[src/hdl/ptds_pkg.sv]
`default_nettype none
// ----------------------------------------------------------------------------
// ptds_pkg: shared types and constants of the periodic task due scheduler
// sizes of the task lists, entry layout, operation and result codes
// ----------------------------------------------------------------------------
package ptds_pkg;

    localparam int MAX_ENTRIES = 32;
    localparam int TIME_BITS   = 32;
    localparam int NUM_LISTS   = 3;

    localparam int HANDLE_W = 32;
    localparam int PERIOD_W = 32;
    localparam int INDEX_W  = 5;

    localparam int LIST_W = (NUM_LISTS > 1) ? $clog2(NUM_LISTS) : 1;
    localparam int CNT_W  = $clog2(MAX_ENTRIES + 1);
    // common width for comparing an elapsed time against a period
    localparam int CMP_W  = (TIME_BITS > PERIOD_W) ? TIME_BITS : PERIOD_W;

    typedef logic [TIME_BITS-1:0] t_time;
    typedef logic [CMP_W-1:0]     t_cmp;
    typedef logic [LIST_W-1:0]    t_list;
    typedef logic [CNT_W-1:0]     t_cnt;
    typedef logic [INDEX_W-1:0]   t_idx;
    typedef logic [HANDLE_W-1:0]  t_handle;
    typedef logic [PERIOD_W-1:0]  t_period;

    typedef struct packed {
        t_handle handle;
        t_period period;
        t_time   last;
    } t_entry;

    typedef struct packed {
        logic  shift_en;
        t_list sel;
    } t_shift_ctl;

    typedef enum logic {
        OP_REG  = 1'b0,
        OP_EXEC = 1'b1
    } t_op;

    typedef enum logic [1:0] {
        KIND_REG  = 2'd0,
        KIND_DUE  = 2'd1,
        KIND_NONE = 2'd2
    } t_kind;

    typedef enum logic {
        STATUS_OK       = 1'b0,
        STATUS_OVERFLOW = 1'b1
    } t_status;

    typedef enum logic [1:0] {
        ST_IDLE,
        ST_ROTATE,
        ST_FINISH
    } t_state;

endpackage
`default_nettype wire

[src/hdl/ptds_cell.sv]
`default_nettype none
// ----------------------------------------------------------------------------
// ptds_cell: one position of the entry ring
// holds the entry at this position for every list, shifts the selected one
// ----------------------------------------------------------------------------
module ptds_cell (
    input  wire logic                  i_clk,
    input  wire ptds_pkg::t_shift_ctl  i_shift,
    input  wire ptds_pkg::t_entry      i_ent,
    output ptds_pkg::t_entry           o_ent
);

    ptds_pkg::t_entry r_ent [ptds_pkg::NUM_LISTS];

    always_ff @(posedge i_clk) begin
        if (i_shift.shift_en) begin
            r_ent[i_shift.sel] <= i_ent;
        end
    end

    assign o_ent = r_ent[i_shift.sel];

endmodule
`default_nettype wire

[config.mk]
export PLATFORM = sky130hd
export DESIGN_NAME = ptds_cell
export DESIGN_NICKNAME = d
export VERILOG_FILES = /design/src/hdl/ptds_pkg.sv /design/src/hdl/ptds_cell.sv
export SDC_FILE = /design/constraint.sdc
export NUM_CORES = 1
export LEC_CHECK = 0
export BUFFER_PORTS_ARGS = -buffer_cell sky130_fd_sc_hd__buf_2
export CORE_UTILIZATION = 59
export DETAILED_ROUTE_END_ITERATION = 16
export PLACE_DENSITY_LB_ADDON = 0.12
export SYNTH_ARGS = -nofsm -noshare
export SYNTH_HDL_FRONTEND = slang
export SYNTH_SLANG_ARGS = --single-unit
[constraint.sdc]
create_clock -name i_clk -period 24.9 [get_ports i_clk]
set_input_delay 2.49 -clock i_clk [delete_from_list [all_inputs] [get_ports i_clk]]
set_output_delay 2.49 -clock i_clk [all_outputs]
set_load 0.02 [all_outputs]
==> run_summary.xml <==
<?xml version="1.0" encoding="UTF-8"?>
<metrics>
  <group name="run_status">
    <metric name="run_status" unit="">finished clean</metric>
  </group>
  <group name="finish">
    <metric name="largest-register" unit="">r_ent</metric>
    <metric name="top_regs" unit="">r_ent (288)</metric>
    <metric name="multi_input_comb_area" unit="mm^2">0.00184</metric>
    <metric name="areaGrowthSynthToFinish" unit="%">18.6</metric>
    <metric name="num-fill-cells" unit="">1131</metric>
    <metric name="max_ffs_per_register" unit="">288</metric>
    <metric name="area.sequential" unit="mm^2">0.00865</metric>
    <metric name="design.final.nets" unit="">910</metric>
    <metric name="drive_gt1_share" unit="%">28.7</metric>
  </group>
  <group name="grt">
    <metric name="grt_first_pass_wirelength" unit="um">29300</metric>
    <metric name="initial_antenna_violation_count" unit="">5</metric>
    <metric name="grtUsageTotal" unit="%">21.1</metric>
    <metric name="grt_start_max_net_pins" unit="">114</metric>
    <metric name="grt-ovfl-total" unit="">0</metric>
    <metric name="grt_pass1_vias" unit="">5622</metric>
  </group>
  <group name="synthesis">
    <metric name="post_synth_instance_area" unit="mm^2">0.0107</metric>
    <metric name="synthMuxAreaShare" unit="%">8.98</metric>
    <metric name="combinational_family_with_the_most_area_after_synthesis" unit="">multiplexers</metric>
    <metric name="synth_cells" unit="">612</metric>
    <metric name="seq_area_frac_synth" unit="%">80.8</metric>
    <metric name="post_synth_and_or_nand_nor_area_fraction" unit="%">3.59</metric>
    <metric name="synth_compound_gate_area_share" unit="%">4.49</metric>
    <metric name="syn_nets" unit="">712</metric>
    <metric name="share_of_the_synthesized_netlist_area_taken_by_xor_and_xnor_gates" unit="%">0</metric>
    <metric name="synth_cell_type_count" unit="">13</metric>
    <metric name="synth-warning-count" unit="">0</metric>
    <metric name="synth_fa_ha_area_share" unit="%">0</metric>
    <metric name="synthesis.area_per_instance" unit="um^2">17.5</metric>
    <metric name="ff_latch_count_synth" unit="">288</metric>
  </group>
  <group name="floorplanning">
    <metric name="fp.dieArea" unit="mm^2">0.0187</metric>
    <metric name="initial_utilization" unit="%">61.0</metric>
    <metric name="fp-row-count" unit="">48</metric>
    <metric name="core" unit="mm^2">0.0175</metric>
    <metric name="pin_count" unit="">196</metric>
    <metric name="floorplan.die.height" unit="um">137</metric>
    <metric name="die_x" unit="um">137</metric>
  </group>
  <group name="worst_hold_path">
    <metric name="hold_path.class" unit="">input pin to flip-flop</metric>
  </group>
  <group name="clock_network">
    <metric name="cts_sinks" unit="">288</metric>
    <metric name="htree_levels" unit="">1</metric>
    <metric name="number_of_gates_given_a_new_drive_strength_after_cts" unit="">0</metric>
    <metric name="ctsHoldBuffers" unit="">0</metric>
    <metric name="max-clock-path-buffers" unit="">3</metric>
    <metric name="cts_buffers" unit="">28</metric>
    <metric name="tritoncts_clock_tree" unit="">yes</metric>
    <metric name="post_cts.repair.setup_buffers" unit="">0</metric>
    <metric name="clk_pin_slew_worst_paths" unit="ns">0.06</metric>
    <metric name="cts-root-buf" unit="">sky130_fd_sc_hd__clkbuf_16</metric>
  </group>
  <group name="placed_design">
    <metric name="gp_congestion" unit="">0.753</metric>
    <metric name="numPortBuffers" unit="">195</metric>
    <metric name="post-place-ws" unit="ns">17.83</metric>
    <metric name="place_hpwl" unit="um">11600</metric>
  </group>
  <group name="setup_path">
    <metric name="crit_end_category" unit="">output port</metric>
    <metric name="worst-setup-path-type" unit="">input pin to output port</metric>
    <metric name="worst-endpoint-arrival" unit="ns">4.58</metric>
    <metric name="worst-path-max-fanout" unit="">61</metric>
    <metric name="startpoint_type" unit="">input pin</metric>
    <metric name="data_required_time_at_the_worst_endpoint" unit="ns">22.41</metric>
  </group>
  <group name="timing">
    <metric name="rsz_0062_raised_after_global_routing" unit="">false</metric>
    <metric name="post-route-period-util" unit="%">28.4</metric>
    <metric name="finalHoldViolCount" unit="">0</metric>
    <metric name="drv_slew" unit="">0</metric>
    <metric name="worst_case_headroom_to_the_max_slew_limit" unit="%">15.9</metric>
    <metric name="max_freq" unit="MHz">142</metric>
    <metric name="final.setup.tns" unit="ns">0</metric>
    <metric name="setup_violating_endpoint_count_in_the_final_report" unit="">0</metric>
    <metric name="worst_slack" unit="ns">17.83</metric>
    <metric name="final_period_minus_worst_setup_slack" unit="ns">7.07</metric>
    <metric name="max_slew.worst_pin.slew" unit="ns">1.26</metric>
  </group>
  <group name="drt">
    <metric name="wirelength_met1" unit="um">7840</metric>
    <metric name="viasPerCell" unit="">5.39</metric>
    <metric name="wire_length_reported_by_the_detailed_router" unit="um">19600</metric>
    <metric name="avgRoutedWirePerCell" unit="um">18.5</metric>
    <metric name="met3_length" unit="um">1570</metric>
    <metric name="drt_pass1_iterations" unit="">5</metric>
    <metric name="highest_layer" unit="">met5</metric>
    <metric name="vias" unit="">5706</metric>
    <metric name="initialDrtViolationCount" unit="">380</metric>
    <metric name="detail_route.drc_violations" unit="">0</metric>
    <metric name="final_antenna_net_count" unit="">0</metric>
    <metric name="detailed_routed_wire_length_on_met2" unit="um">9820</metric>
  </group>
  <group name="power">
    <metric name="vdd_ir_drop_max" unit="uV">67.1</metric>
    <metric name="p_switching" unit="uW">221</metric>
    <metric name="p_clk_share" unit="%">38.7</metric>
    <metric name="p_sw_share" unit="%">21.1</metric>
    <metric name="pwr_cell_area" unit="mW/mm^2">82.7</metric>
    <metric name="power.share.combinational" unit="%">7.4</metric>
    <metric name="p_int" unit="uW">828</metric>
    <metric name="seq_power_share" unit="%">53.9</metric>
    <metric name="cellLeakagePower" unit="uW">0.00482</metric>
  </group>
  <group name="run">
    <metric name="maxCapViolations" unit="">0</metric>
  </group>
</metrics>
cells by family (layout without fill, tap and decap cells):
group,after synthesis,in the layout
AOI/OAI and AO/OA,96,96
and+or+nand+nor,100,100
DFF,288,288
muxes,96,96
buffers and inverters,32,252
other,0,2
cell type report:
type	instances	area share (%)
sequential	288	68.1
antenna	2	0.0394
timing repair buffer	200	8.05
multi-input combinational	292	14.5
clock inverter	16	1.13
clock buffer	36	5.92
tap	225	2.22
per-stage QoR:
step / util (%) / instance area (um^2) / std cells / hold WS (ns) / total power [uW]
2_1_floorplan: - / 10700 / 612 / 2.59 / 623
3_3_place_gp: 67.3 / 11800 / 1005 / 2.69 / 651
3_5_place_dp: 67.3 / 11800 / 1005 / 2.69 / 654
4_1_cts: 72.4 / 12700 / 1057 / 2.14 / 1060
5_1_grt: 72.4 / 12700 / 1058 / 2.15 / 1080
6_report: 72.4 / 12700 / 1059 / 2.16 / 1050
metal layers:
layer  global-route usage, %  up-vias
met4                    6.67        6
met1                    26.6     2772
met3                    5.85       30
met2                    35.6      170
met5                       0        -
li1                        -     2728
power groups by stage:
| stage | sequential (uW) | combinational [uW] | clock [uW] |
|---|---|---|---|
| final | 566 | 78.2 | 406 |
| after global routing | 567 | 85.3 | 431 |
| after CTS | 566 | 79.2 | 413 |
| after detailed placement | 576 | 78.7 | 0 |
| after global placement | 574 | 76.4 | 0 |
| after floorplan | 576 | 47.5 | 0 |
final timing paths:
| path | slack, ns | from | cells past startpoint | to |
|---|---|---|---|---|
| worst max-delay path | 17.83 | i_shift[0] | 5 | o_ent[39] |
| worst min-delay path | 2.16 | i_ent[37] | 1 | r_ent[2][37] |
layout by cell type (no fill, tap or decap):
| cell type | synthesis | routed |
|---|---|---|
| sky130_fd_sc_hd__nor3b_2 | 0 | 1 |
| sky130_fd_sc_hd__mux2i_1 | 96 | 96 |
| sky130_fd_sc_hd__and3b_4 | 0 | 1 |
| sky130_fd_sc_hd__nand2_1 | 97 | 97 |
| sky130_fd_sc_hd__bufinv_16 | 0 | 3 |
| sky130_fd_sc_hd__o21ai_1 | 7 | 7 |
| sky130_fd_sc_hd__clkinv_2 | 0 | 4 |
| sky130_fd_sc_hd__edfxtp_1 | 288 | 288 |
| sky130_fd_sc_hd__buf_6 | 9 | 1 |
| sky130_fd_sc_hd__clkbuf_1 | 8 | 7 |
| sky130_fd_sc_hd__buf_2 | 13 | 193 |
| sky130_fd_sc_hd__nor2_4 | 0 | 1 |
| sky130_fd_sc_hd__buf_4 | 0 | 6 |
| sky130_fd_sc_hd__o21ai_0 | 89 | 89 |
| sky130_fd_sc_hd__diode_2 | 0 | 2 |
| sky130_fd_sc_hd__clkbuf_16 | 0 | 29 |
| sky130_fd_sc_hd__clkinv_1 | 0 | 9 |
cell usage after synthesis, drive strengths merged:
cell type    n  share of area, %
nand2       97               3.4
nor2         1             0.035
mux2i       96               9.0
and3b        1             0.082
edfxtp     288                81
clkbuf       8              0.28
buf         24               1.9
nor3b        1             0.070
o21ai       96               4.5
worst max-delay path: stages:
cell	delay [ns]
sky130_fd_sc_hd__buf_6	0.37
sky130_fd_sc_hd__buf_4	0.92
sky130_fd_sc_hd__mux2i_1	0.17
sky130_fd_sc_hd__o21ai_0	0.31
sky130_fd_sc_hd__buf_2	0.23
No activity file was read; power rests on OpenSTA's default activity.
