`config.mk`:
```
export PLATFORM = sky130hd
export DESIGN_NAME = ptds_ctrl
export DESIGN_NICKNAME = d
export VERILOG_FILES = /design/src/hdl/ptds_pkg.sv /design/src/hdl/ptds_ctrl.sv
export SDC_FILE = /design/constraint.sdc
export NUM_CORES = 1
export LEC_CHECK = 0
export BUFFER_PORTS_ARGS = -buffer_cell sky130_fd_sc_hd__buf_2
export CAP_MARGIN = 20
export CORE_MARGIN = 5
export CORE_UTILIZATION = 48
export CTS_CLUSTER_DIAMETER = 60
export DETAILED_ROUTE_END_ITERATION = 7
export PLACE_DENSITY_LB_ADDON = 0.08
export SYNTH_ARGS = -nofsm -noshare
export SYNTH_HDL_FRONTEND = slang
export SYNTH_SLANG_ARGS = --single-unit
```
`constraint.sdc`:
```
create_clock -name i_clk -period 7.9 [get_ports i_clk]
set_input_delay 0.79 -clock i_clk [delete_from_list [all_inputs] [get_ports i_clk]]
set_output_delay 0.79 -clock i_clk [all_outputs]
set_load 0.005 [all_outputs]
```
`src/hdl/ptds_pkg.sv`:
```
`default_nettype none
// ----------------------------------------------------------------------------
// ptds_pkg: shared types and constants of the periodic task due scheduler
// sizes of the task lists, entry layout, operation and result codes
// ----------------------------------------------------------------------------
package ptds_pkg;

    localparam int MAX_ENTRIES = 32;
    localparam int TIME_BITS   = 32;
    localparam int NUM_LISTS   = 3;

    localparam int HANDLE_W = 32;
    localparam int PERIOD_W = 32;
    localparam int INDEX_W  = 5;

    localparam int LIST_W = (NUM_LISTS > 1) ? $clog2(NUM_LISTS) : 1;
    localparam int CNT_W  = $clog2(MAX_ENTRIES + 1);
    // common width for comparing an elapsed time against a period
    localparam int CMP_W  = (TIME_BITS > PERIOD_W) ? TIME_BITS : PERIOD_W;

    typedef logic [TIME_BITS-1:0] t_time;
    typedef logic [CMP_W-1:0]     t_cmp;
    typedef logic [LIST_W-1:0]    t_list;
    typedef logic [CNT_W-1:0]     t_cnt;
    typedef logic [INDEX_W-1:0]   t_idx;
    typedef logic [HANDLE_W-1:0]  t_handle;
    typedef logic [PERIOD_W-1:0]  t_period;

    typedef struct packed {
        t_handle handle;
        t_period period;
        t_time   last;
    } t_entry;

    typedef struct packed {
        logic  shift_en;
        t_list sel;
    } t_shift_ctl;

    typedef enum logic {
        OP_REG  = 1'b0,
        OP_EXEC = 1'b1
    } t_op;

    typedef enum logic [1:0] {
        KIND_REG  = 2'd0,
        KIND_DUE  = 2'd1,
        KIND_NONE = 2'd2
    } t_kind;

    typedef enum logic {
        STATUS_OK       = 1'b0,
        STATUS_OVERFLOW = 1'b1
    } t_status;

    typedef enum logic [1:0] {
        ST_IDLE,
        ST_ROTATE,
        ST_FINISH
    } t_state;

endpackage
`default_nettype wire

```
`src/hdl/ptds_ctrl.sv`:
```
`default_nettype none
// ----------------------------------------------------------------------------
// ptds_ctrl: sequencer at the head of the entry ring
// checks each entry as it passes, keeps list counts, drives the result word
// ----------------------------------------------------------------------------
module ptds_ctrl (
    input  wire logic                  i_clk,
    input  wire logic                  i_rst_n,
    input  wire logic                  i_valid,
    output logic                       o_ready,
    input  wire logic                  i_operation,
    input  wire logic [1:0]            i_list_select,
    input  wire logic [31:0]           i_task_handle,
    input  wire logic [31:0]           i_period_us,
    input  wire logic [31:0]           i_now_us,
    output logic                       o_valid,
    input  wire logic                  i_ready,
    output logic [1:0]                 o_result_kind,
    output logic                       o_status,
    output logic [31:0]                o_due_handle,
    output logic [4:0]                 o_due_index,
    output logic                       o_last_of_run,
    input  wire ptds_pkg::t_entry      i_head,
    output ptds_pkg::t_entry           o_tail,
    output ptds_pkg::t_shift_ctl       o_shift
);

    ptds_pkg::t_state  r_state, n_state;
    ptds_pkg::t_cnt    r_step, n_step;
    logic              r_found, n_found;
    logic              r_pend_valid, n_pend_valid;
    ptds_pkg::t_handle r_pend_handle, n_pend_handle;
    ptds_pkg::t_idx    r_pend_idx, n_pend_idx;
    ptds_pkg::t_cnt    r_count [ptds_pkg::NUM_LISTS];

    ptds_pkg::t_op     r_op;
    ptds_pkg::t_list   r_sel;
    ptds_pkg::t_handle r_handle;
    ptds_pkg::t_period r_period;
    ptds_pkg::t_time   r_now;
    ptds_pkg::t_status r_status;

    logic              r_out_valid;
    ptds_pkg::t_kind   r_out_kind;
    ptds_pkg::t_status r_out_status;
    ptds_pkg::t_handle r_out_handle;
    ptds_pkg::t_idx    r_out_idx;
    logic              r_out_last;

    logic              w_accept;
    logic              w_sel_ok;
    ptds_pkg::t_list   w_in_list;
    ptds_pkg::t_list   w_cidx;
    ptds_pkg::t_cnt    w_count;
    logic              w_full;
    logic              w_quick;
    logic              w_can_push;
    logic              w_active;
    logic              w_due;
    ptds_pkg::t_time   w_diff;
    logic              w_count_we;
    logic              w_push;
    ptds_pkg::t_kind   w_push_kind;
    ptds_pkg::t_status w_push_status;
    ptds_pkg::t_handle w_push_handle;
    ptds_pkg::t_idx    w_push_idx;
    logic              w_push_last;

    assign o_ready    = (r_state == ptds_pkg::ST_IDLE);
    assign w_accept   = i_valid && o_ready;
    assign w_sel_ok   = (int'(i_list_select) < ptds_pkg::NUM_LISTS);
    assign w_in_list  = ptds_pkg::t_list'(i_list_select);
    // one count read port: the incoming list while idle, the working list otherwise
    assign w_cidx     = (r_state == ptds_pkg::ST_IDLE) ? w_in_list : r_sel;
    assign w_count    = r_count[w_cidx];
    assign w_full     = w_sel_ok ? (w_count == ptds_pkg::t_cnt'(ptds_pkg::MAX_ENTRIES)) : 1'b1;
    assign w_quick    = !w_sel_ok || ((i_operation == ptds_pkg::OP_REG) && w_full);
    assign w_can_push = !r_out_valid || i_ready;
    assign w_active   = (r_step < w_count);
    assign w_diff     = r_now - i_head.last;
    assign w_due      = w_active && (i_head.handle != '0)
                        && (ptds_pkg::t_cmp'(w_diff) >= ptds_pkg::t_cmp'(i_head.period));

    always_comb begin
        n_state         = r_state;
        n_step          = r_step;
        n_found         = r_found;
        n_pend_valid    = r_pend_valid;
        n_pend_handle   = r_pend_handle;
        n_pend_idx      = r_pend_idx;
        o_shift.sel      = r_sel;
        o_shift.shift_en = 1'b0;
        o_tail          = i_head;
        w_count_we      = 1'b0;
        w_push          = 1'b0;
        w_push_kind     = ptds_pkg::KIND_REG;
        w_push_status   = ptds_pkg::STATUS_OK;
        w_push_handle   = '0;
        w_push_idx      = '0;
        w_push_last     = 1'b0;
        case (r_state)
            ptds_pkg::ST_IDLE: begin
                if (i_valid) begin
                    n_step       = '0;
                    n_found      = 1'b0;
                    n_pend_valid = 1'b0;
                    n_state      = w_quick ? ptds_pkg::ST_FINISH : ptds_pkg::ST_ROTATE;
                end
            end
            ptds_pkg::ST_ROTATE: begin
                if (r_op == ptds_pkg::OP_EXEC) begin
                    // a second due entry needs room to release the held one
                    if (!(w_due && r_pend_valid && !w_can_push)) begin
                        o_shift.shift_en = 1'b1;
                        if (w_due) begin
                            o_tail.last = r_now;
                            if (r_pend_valid) begin
                                w_push        = 1'b1;
                                w_push_kind   = ptds_pkg::KIND_DUE;
                                w_push_handle = r_pend_handle;
                                w_push_idx    = r_pend_idx;
                            end
                            n_pend_valid  = 1'b1;
                            n_pend_handle = i_head.handle;
                            n_pend_idx    = ptds_pkg::t_idx'(r_step);
                        end
                    end
                end else begin
                    o_shift.shift_en = 1'b1;
                    if (w_active && !r_found && (i_head.handle == r_handle)) begin
                        o_tail.period = r_period;
                        n_found       = 1'b1;
                    end else if ((r_step == w_count) && !r_found) begin
                        o_tail.handle = r_handle;
                        o_tail.period = r_period;
                        o_tail.last   = r_now;
                        n_found       = 1'b1;
                        w_count_we    = 1'b1;
                    end
                end
                if (o_shift.shift_en) begin
                    n_step = r_step + 1'b1;
                    if (r_step == ptds_pkg::t_cnt'(ptds_pkg::MAX_ENTRIES - 1)) begin
                        n_state = ptds_pkg::ST_FINISH;
                    end
                end
            end
            ptds_pkg::ST_FINISH: begin
                if (w_can_push) begin
                    w_push      = 1'b1;
                    w_push_last = 1'b1;
                    if (r_op == ptds_pkg::OP_REG) begin
                        w_push_kind   = ptds_pkg::KIND_REG;
                        w_push_status = r_status;
                    end else if (r_pend_valid) begin
                        w_push_kind   = ptds_pkg::KIND_DUE;
                        w_push_handle = r_pend_handle;
                        w_push_idx    = r_pend_idx;
                    end else begin
                        w_push_kind   = ptds_pkg::KIND_NONE;
                    end
                    n_state = ptds_pkg::ST_IDLE;
                end
            end
            default: begin
                n_state = ptds_pkg::ST_IDLE;
            end
        endcase
    end

    always_ff @(posedge i_clk) begin
        if (!i_rst_n) begin
            r_state      <= ptds_pkg::ST_IDLE;
            r_pend_valid <= 1'b0;
            r_found      <= 1'b0;
            r_step       <= '0;
            for (int k = 0; k < ptds_pkg::NUM_LISTS; k++) begin
                r_count[k] <= '0;
            end
        end else begin
            r_state      <= n_state;
            r_pend_valid <= n_pend_valid;
            r_found      <= n_found;
            r_step       <= n_step;
            if (w_count_we) begin
                r_count[r_sel] <= w_count + 1'b1;
            end
        end
    end

    always_ff @(posedge i_clk) begin
        r_pend_handle <= n_pend_handle;
        r_pend_idx    <= n_pend_idx;
        if (w_accept) begin
            r_op     <= ptds_pkg::t_op'(i_operation);
            r_sel    <= w_in_list;
            r_handle <= i_task_handle;
            r_period <= i_period_us;
            r_now    <= ptds_pkg::t_time'(i_now_us);
            r_status <= w_quick ? ptds_pkg::STATUS_OVERFLOW : ptds_pkg::STATUS_OK;
        end
    end

    // output word register
    always_ff @(posedge i_clk) begin
        if (!i_rst_n) begin
            r_out_valid <= 1'b0;
        end else if (w_push) begin
            r_out_valid <= 1'b1;
        end else if (i_ready) begin
            r_out_valid <= 1'b0;
        end
    end

    always_ff @(posedge i_clk) begin
        if (w_push) begin
            r_out_kind   <= w_push_kind;
            r_out_status <= w_push_status;
            r_out_handle <= w_push_handle;
            r_out_idx    <= w_push_idx;
            r_out_last   <= w_push_last;
        end
    end

    assign o_valid       = r_out_valid;
    assign o_result_kind = r_out_kind;
    assign o_status      = r_out_status;
    assign o_due_handle  = r_out_handle;
    assign o_due_index   = r_out_idx;
    assign o_last_of_run = r_out_last;

    // the ring moves only while a list is being walked
    a_shift_only_rotate: assert property (@(posedge i_clk) disable iff (!i_rst_n)
        o_shift.shift_en |-> (r_state == ptds_pkg::ST_ROTATE))
        else $error("ring shifted outside a walk");

    // a register walk only runs on a list that still has room
    a_reg_not_full: assert property (@(posedge i_clk) disable iff (!i_rst_n)
        ((r_state == ptds_pkg::ST_ROTATE) && (r_op == ptds_pkg::OP_REG))
        |-> (w_count < ptds_pkg::t_cnt'(ptds_pkg::MAX_ENTRIES)))
        else $error("register walk on a full list");

    // nothing is held or found before the first entry is looked at
    a_walk_start_clean: assert property (@(posedge i_clk) disable iff (!i_rst_n)
        ((r_state == ptds_pkg::ST_ROTATE) && (r_step == '0)) |-> (!r_pend_valid && !r_found))
        else $error("walk started with stale flags");

    // a pushed word never overwrites one still waiting
    a_no_overwrite: assert property (@(posedge i_clk) disable iff (!i_rst_n)
        (r_out_valid && !i_ready) |-> !w_push)
        else $error("output word overwritten");

endmodule
`default_nettype wire

```
==> flow_metrics.py <==
metrics = {
    "floorplanning": {
        "floorplan.die.height_um": 172,
        "die_area_mm2": 0.0296,
        "floorplan.die.width_um": 172,
        "ioPinCount": 341,
        "initial_utilization_pct": 48.6,
        "fp-row-count": 59,
        "core_area_mm2": 0.0259,
    },
    "timing": {
        "slew_limit_fails": 0,
        "max_slew_margin_pct": 31.7,
        "max_freq_mhz": 151,
        "period_needed_ps": 6640,
        "clock-skew-final_ps": 13.2,
        "rsz0062_at_grt": "no",
        "finalHoldViolCount": 0,
        "setup_viol": 0,
        "timing.final.ws_setup_ps": 1260,
        "worst_pin_slew_ps": 1020,
        "timing.setup.tns_ps": 0,
        "min_period_over_period_pct": 84.0,
    },
    "cts": {
        "cts_hold_repair.buffers": 0,
        "cts_resized": 0,
        "clkTransAtPathRegs_ps": 60,
        "cts_tree": "done",
        "h-tree-depth": 1,
        "cts.root.buffer_cell": "sky130_fd_sc_hd__clkbuf_16",
        "post-cts-setup-buffer-count": 0,
        "cts_made_buffers": 25,
        "clk_path_buf_depth": 3,
        "cts.sink_count": 213,
        "insertion_delay_ps": 520,
    },
    "global_route": {
        "globalRoute.busiestLayer": "met2",
        "first_global_vias": 10100,
        "global_route.overflow_total": 0,
        "grt_usage_pct": 23.5,
        "pin_count_of_the_biggest_net_entering_global_routing": 67,
        "grt_first_pass_wirelength_um": 54500,
        "met3_usage_pct": 5.03,
        "antenna_found_initial": 4,
        "globalRouteMet1Util_pct": 31.5,
        "grt.met2_usage_pct": 39.3,
    },
    "worst_setup_path": {
        "slowest_delay_ps": 740,
        "worst_setup_path_endpoint": "o_tail[28]",
        "worst-setup-path-type": "reg -> out",
        "timing.critical_path.fanout_max": 62,
        "cp_data_required_time_ps": 7110,
        "endpoint_kind": "output pin",
        "worst-r2r-setup-slack_ps": 1930,
        "timing.reg2reg.worst_path_depth": 22,
        "crit-reg2reg-launch": "r_now[0]",
        "worstPathArrival_ps": 5850,
        "crit_path_top_delay_cell": "sky130_fd_sc_hd__mux2i_1",
        "critPathLaunchType": "flop",
        "cp_cell_sequence": "inv_1 > ha_1 > mux2i_1 > mux4_2 > inv_1 > ha_1 > a21o_1 > a21o_1 > a2111oi_1 > and3_2 > or4b_4 > buf_4 > nor2_1 > a21oi_1 > nand3_1 > buf_2",
        "timing.rr.end": "o_due_index[4]",
        "startpoint": "r_state[0]",
    },
    "cells_and_area": {
        "num-nets-final": 1776,
        "multi_input_comb_area_mm2": 0.00575,
        "layout-drive-gt1-share_pct": 28.7,
        "sequential_cell_area_mm2": 0.00629,
        "final_core_utilization_pct": 59.4,
        "synthToLayoutAreaGrowth_pct": 22.2,
        "nFillCells": 2320,
    },
    "placement": {
        "port_buffers": 340,
        "pre_cts_slack_ps": 1420,
        "dp_hpwl_um": 27100,
        "routabilityCongestion": 0.879,
    },
    "route": {
        "routed_wire_length_per_instance_um": 19.4,
        "drtIter0Drc": 726,
        "vias": 10100,
        "ant_nets": 0,
        "drt_first_pass_iters": 4,
        "viasPerCell": 5.44,
        "drc": 0,
        "route.final.wire_length_um": 36000,
    },
    "logic_synthesis": {
        "cell_area_after_technology_mapping_mm2": 0.0126,
        "yosys_warnings": 0,
        "syn-instance-count": 1174,
        "synth.yosys.seq_area_share_pct": 50.0,
        "ys_types": 68,
        "syn_nets": 1449,
        "synth_area_per_cell_um2": 10.7,
        "dominantRegCellSynth": "sky130_fd_sc_hd__edfxtp_1",
        "synth_edf_count": 202,
        "synth_seq_cells": 213,
        "postSynth.asyncResetShare_pct": 0,
    },
    "pwr": {
        "worst_ir_drop_vdd_v": 0.000175,
        "power.density_cell_area_mw_per_mm2": 275,
        "leakagePower_nw": 6.68,
    },
    "job": {
        "number_of_violations_of_the_max_capacitance_limit": 0,
    },
    "worst_hold_path": {
        "min_path_type": "in -> reg",
    },
    "run_status": {
        "status": "finished, final reports clean",
    },
}
worst max-delay path, delay by kind of cell, from the launching register on:
family | cells | cell delay [ps]
mux | 2 | 1360
simple gates | 4 | 1160
compound gates | 4 | 960
buf+inv | 4 | 820
fa+ha+maj | 2 | 660
flops | 1 | 330
metrics by stage:
step	instances	instance area [um^2]	power (W)	hold WS (ps)
CTS	1854	15400	0.00428	423
finish	1858	15400	0.00424	443
global route	1858	15400	0.00452	426
detailed placement	1808	14600	0.00316	483
floorplan	1174	12600	0.00264	452
global placement	1807	14600	0.00314	468
worst min-delay path by stage:
stage,from,endpoint,slack (ps),cells after the start
after detailed placement,r_step[5],r_step[5],480,2
after floorplan,r_state[0],r_state[0],450,2
final,i_now_us[15],r_now[15],440,1
after CTS,i_period_us[5],r_period[5],420,1
after global routing,i_period_us[5],r_period[5],430,1
after global placement,r_state[0],r_state[0],470,2
area by class of cell:
cell class | instances | share of cell area, %
Tap cell | 335 | 2.73
Multi-Input combinational cell | 823 | 37.4
Inverter | 86 | 2.12
Sequential cell | 213 | 40.9
Timing Repair Buffer | 352 | 11.8
Antenna cell | 3 | 0.0488
Clock inverter | 15 | 0.822
Clock buffer | 31 | 4.21
state kept, by name, summed over array words and instances, names as in the netlist, 5 cells and up:
name           flops
o_due_handle      32
o_due_index        5
r_count           24
r_handle          32
r_now             32
r_pend_handle     32
r_pend_idx         5
r_period          32
r_step             6
power by group:
part           switching [W]  internal, W  total [W]
logic               0.000948     0.000612    0.00156
registers          0.0000908      0.00149    0.00158
clock network       0.000446     0.000647    0.00109
total                0.00149      0.00275    0.00424
cells in the mapped netlist (2+ instances only):
cell type / count / area (um^2)
sky130_fd_sc_hd__and3_1: 5 / 31.3
sky130_fd_sc_hd__buf_12: 3 / 60.1
sky130_fd_sc_hd__nand3_1: 46 / 230
sky130_fd_sc_hd__mux2i_1: 8 / 80.1
sky130_fd_sc_hd__nor2b_1: 4 / 25.0
sky130_fd_sc_hd__o21ai_0: 16 / 80.1
sky130_fd_sc_hd__edfxtp_1: 202 / 6070
sky130_fd_sc_hd__nand4b_1: 2 / 17.5
sky130_fd_sc_hd__clkbuf_1: 31 / 116
sky130_fd_sc_hd__mux4_2: 2 / 45.0
sky130_fd_sc_hd__nand4_1: 21 / 131
sky130_fd_sc_hd__a21oi_1: 72 / 360
sky130_fd_sc_hd__a2111o_1: 2 / 22.5
sky130_fd_sc_hd__nor3b_1: 2 / 15.0
sky130_fd_sc_hd__o21bai_1: 4 / 30.0
sky130_fd_sc_hd__o31ai_1: 3 / 22.5
sky130_fd_sc_hd__mux2_2: 2 / 22.5
sky130_fd_sc_hd__and2_1: 39 / 244
sky130_fd_sc_hd__nor2_1: 78 / 293
sky130_fd_sc_hd__nor4_1: 15 / 93.8
sky130_fd_sc_hd__or3_1: 36 / 225
sky130_fd_sc_hd__xor2_1: 21 / 184
sky130_fd_sc_hd__a31oi_1: 4 / 25.0
sky130_fd_sc_hd__nand2b_1: 10 / 62.6
sky130_fd_sc_hd__xnor2_1: 42 / 368
sky130_fd_sc_hd__dfxtp_1: 11 / 220
sky130_fd_sc_hd__ha_1: 75 / 938
sky130_fd_sc_hd__nand2_1: 160 / 601
sky130_fd_sc_hd__nor3_1: 15 / 75.1
sky130_fd_sc_hd__mux4_1: 4 / 105
sky130_fd_sc_hd__buf_2: 11 / 55.1
sky130_fd_sc_hd__mux2_4: 30 / 450
sky130_fd_sc_hd__o21a_1: 8 / 60.1
sky130_fd_sc_hd__o211ai_1: 38 / 285
sky130_fd_sc_hd__a2111oi_4: 2 / 55.1
sky130_fd_sc_hd__buf_6: 2 / 22.5
sky130_fd_sc_hd__buf_1: 5 / 18.8
sky130_fd_sc_hd__inv_1: 86 / 323
sky130_fd_sc_hd__a21o_1: 27 / 203
sky130_fd_sc_hd__a211o_1: 2 / 17.5
layout by cell type, fill, tap and decap left out, types with 27 or more instances in the layout:
| cell type | n |
|---|---|
| sky130_fd_sc_hd__a21o_1 | 27 |
| sky130_fd_sc_hd__a21oi_1 | 69 |
| sky130_fd_sc_hd__and2_1 | 38 |
| sky130_fd_sc_hd__buf_2 | 340 |
| sky130_fd_sc_hd__edfxtp_1 | 202 |
| sky130_fd_sc_hd__ha_1 | 75 |
| sky130_fd_sc_hd__inv_1 | 85 |
| sky130_fd_sc_hd__mux2_4 | 30 |
| sky130_fd_sc_hd__nand2_1 | 160 |
| sky130_fd_sc_hd__nand3_1 | 46 |
| sky130_fd_sc_hd__nor2_1 | 78 |
| sky130_fd_sc_hd__o211ai_1 | 38 |
| sky130_fd_sc_hd__or3_1 | 35 |
| sky130_fd_sc_hd__xnor2_1 | 42 |
metal layers:
layer  vias up  wire length [um]
met5         -                13
met4         2               655
met3        37              3130
met2       377             17000
met1      4782             15300
li1       4912                 -
logic make-up (layout without fill, tap and decap cells):
| kind of cell | count (synthesis) | after routing | share of synthesized area (%) |
|---|---|---|---|
| AOI/OAI and AO/OA | 199 | 199 | 11.0 |
| xor gates and xnor gates | 63 | 63 | 4.38 |
| adders and majority gates | 76 | 76 | 7.62 |
| buffers and inverters | 138 | 484 | 4.73 |
| DFF | 213 | 213 | 50.0 |
| muxes | 46 | 46 | 5.59 |
| other | 0 | 3 | 0 |
| and+or+nand+nor | 439 | 439 | 16.7 |
Note: power is estimated with default switching activity, not from simulation.
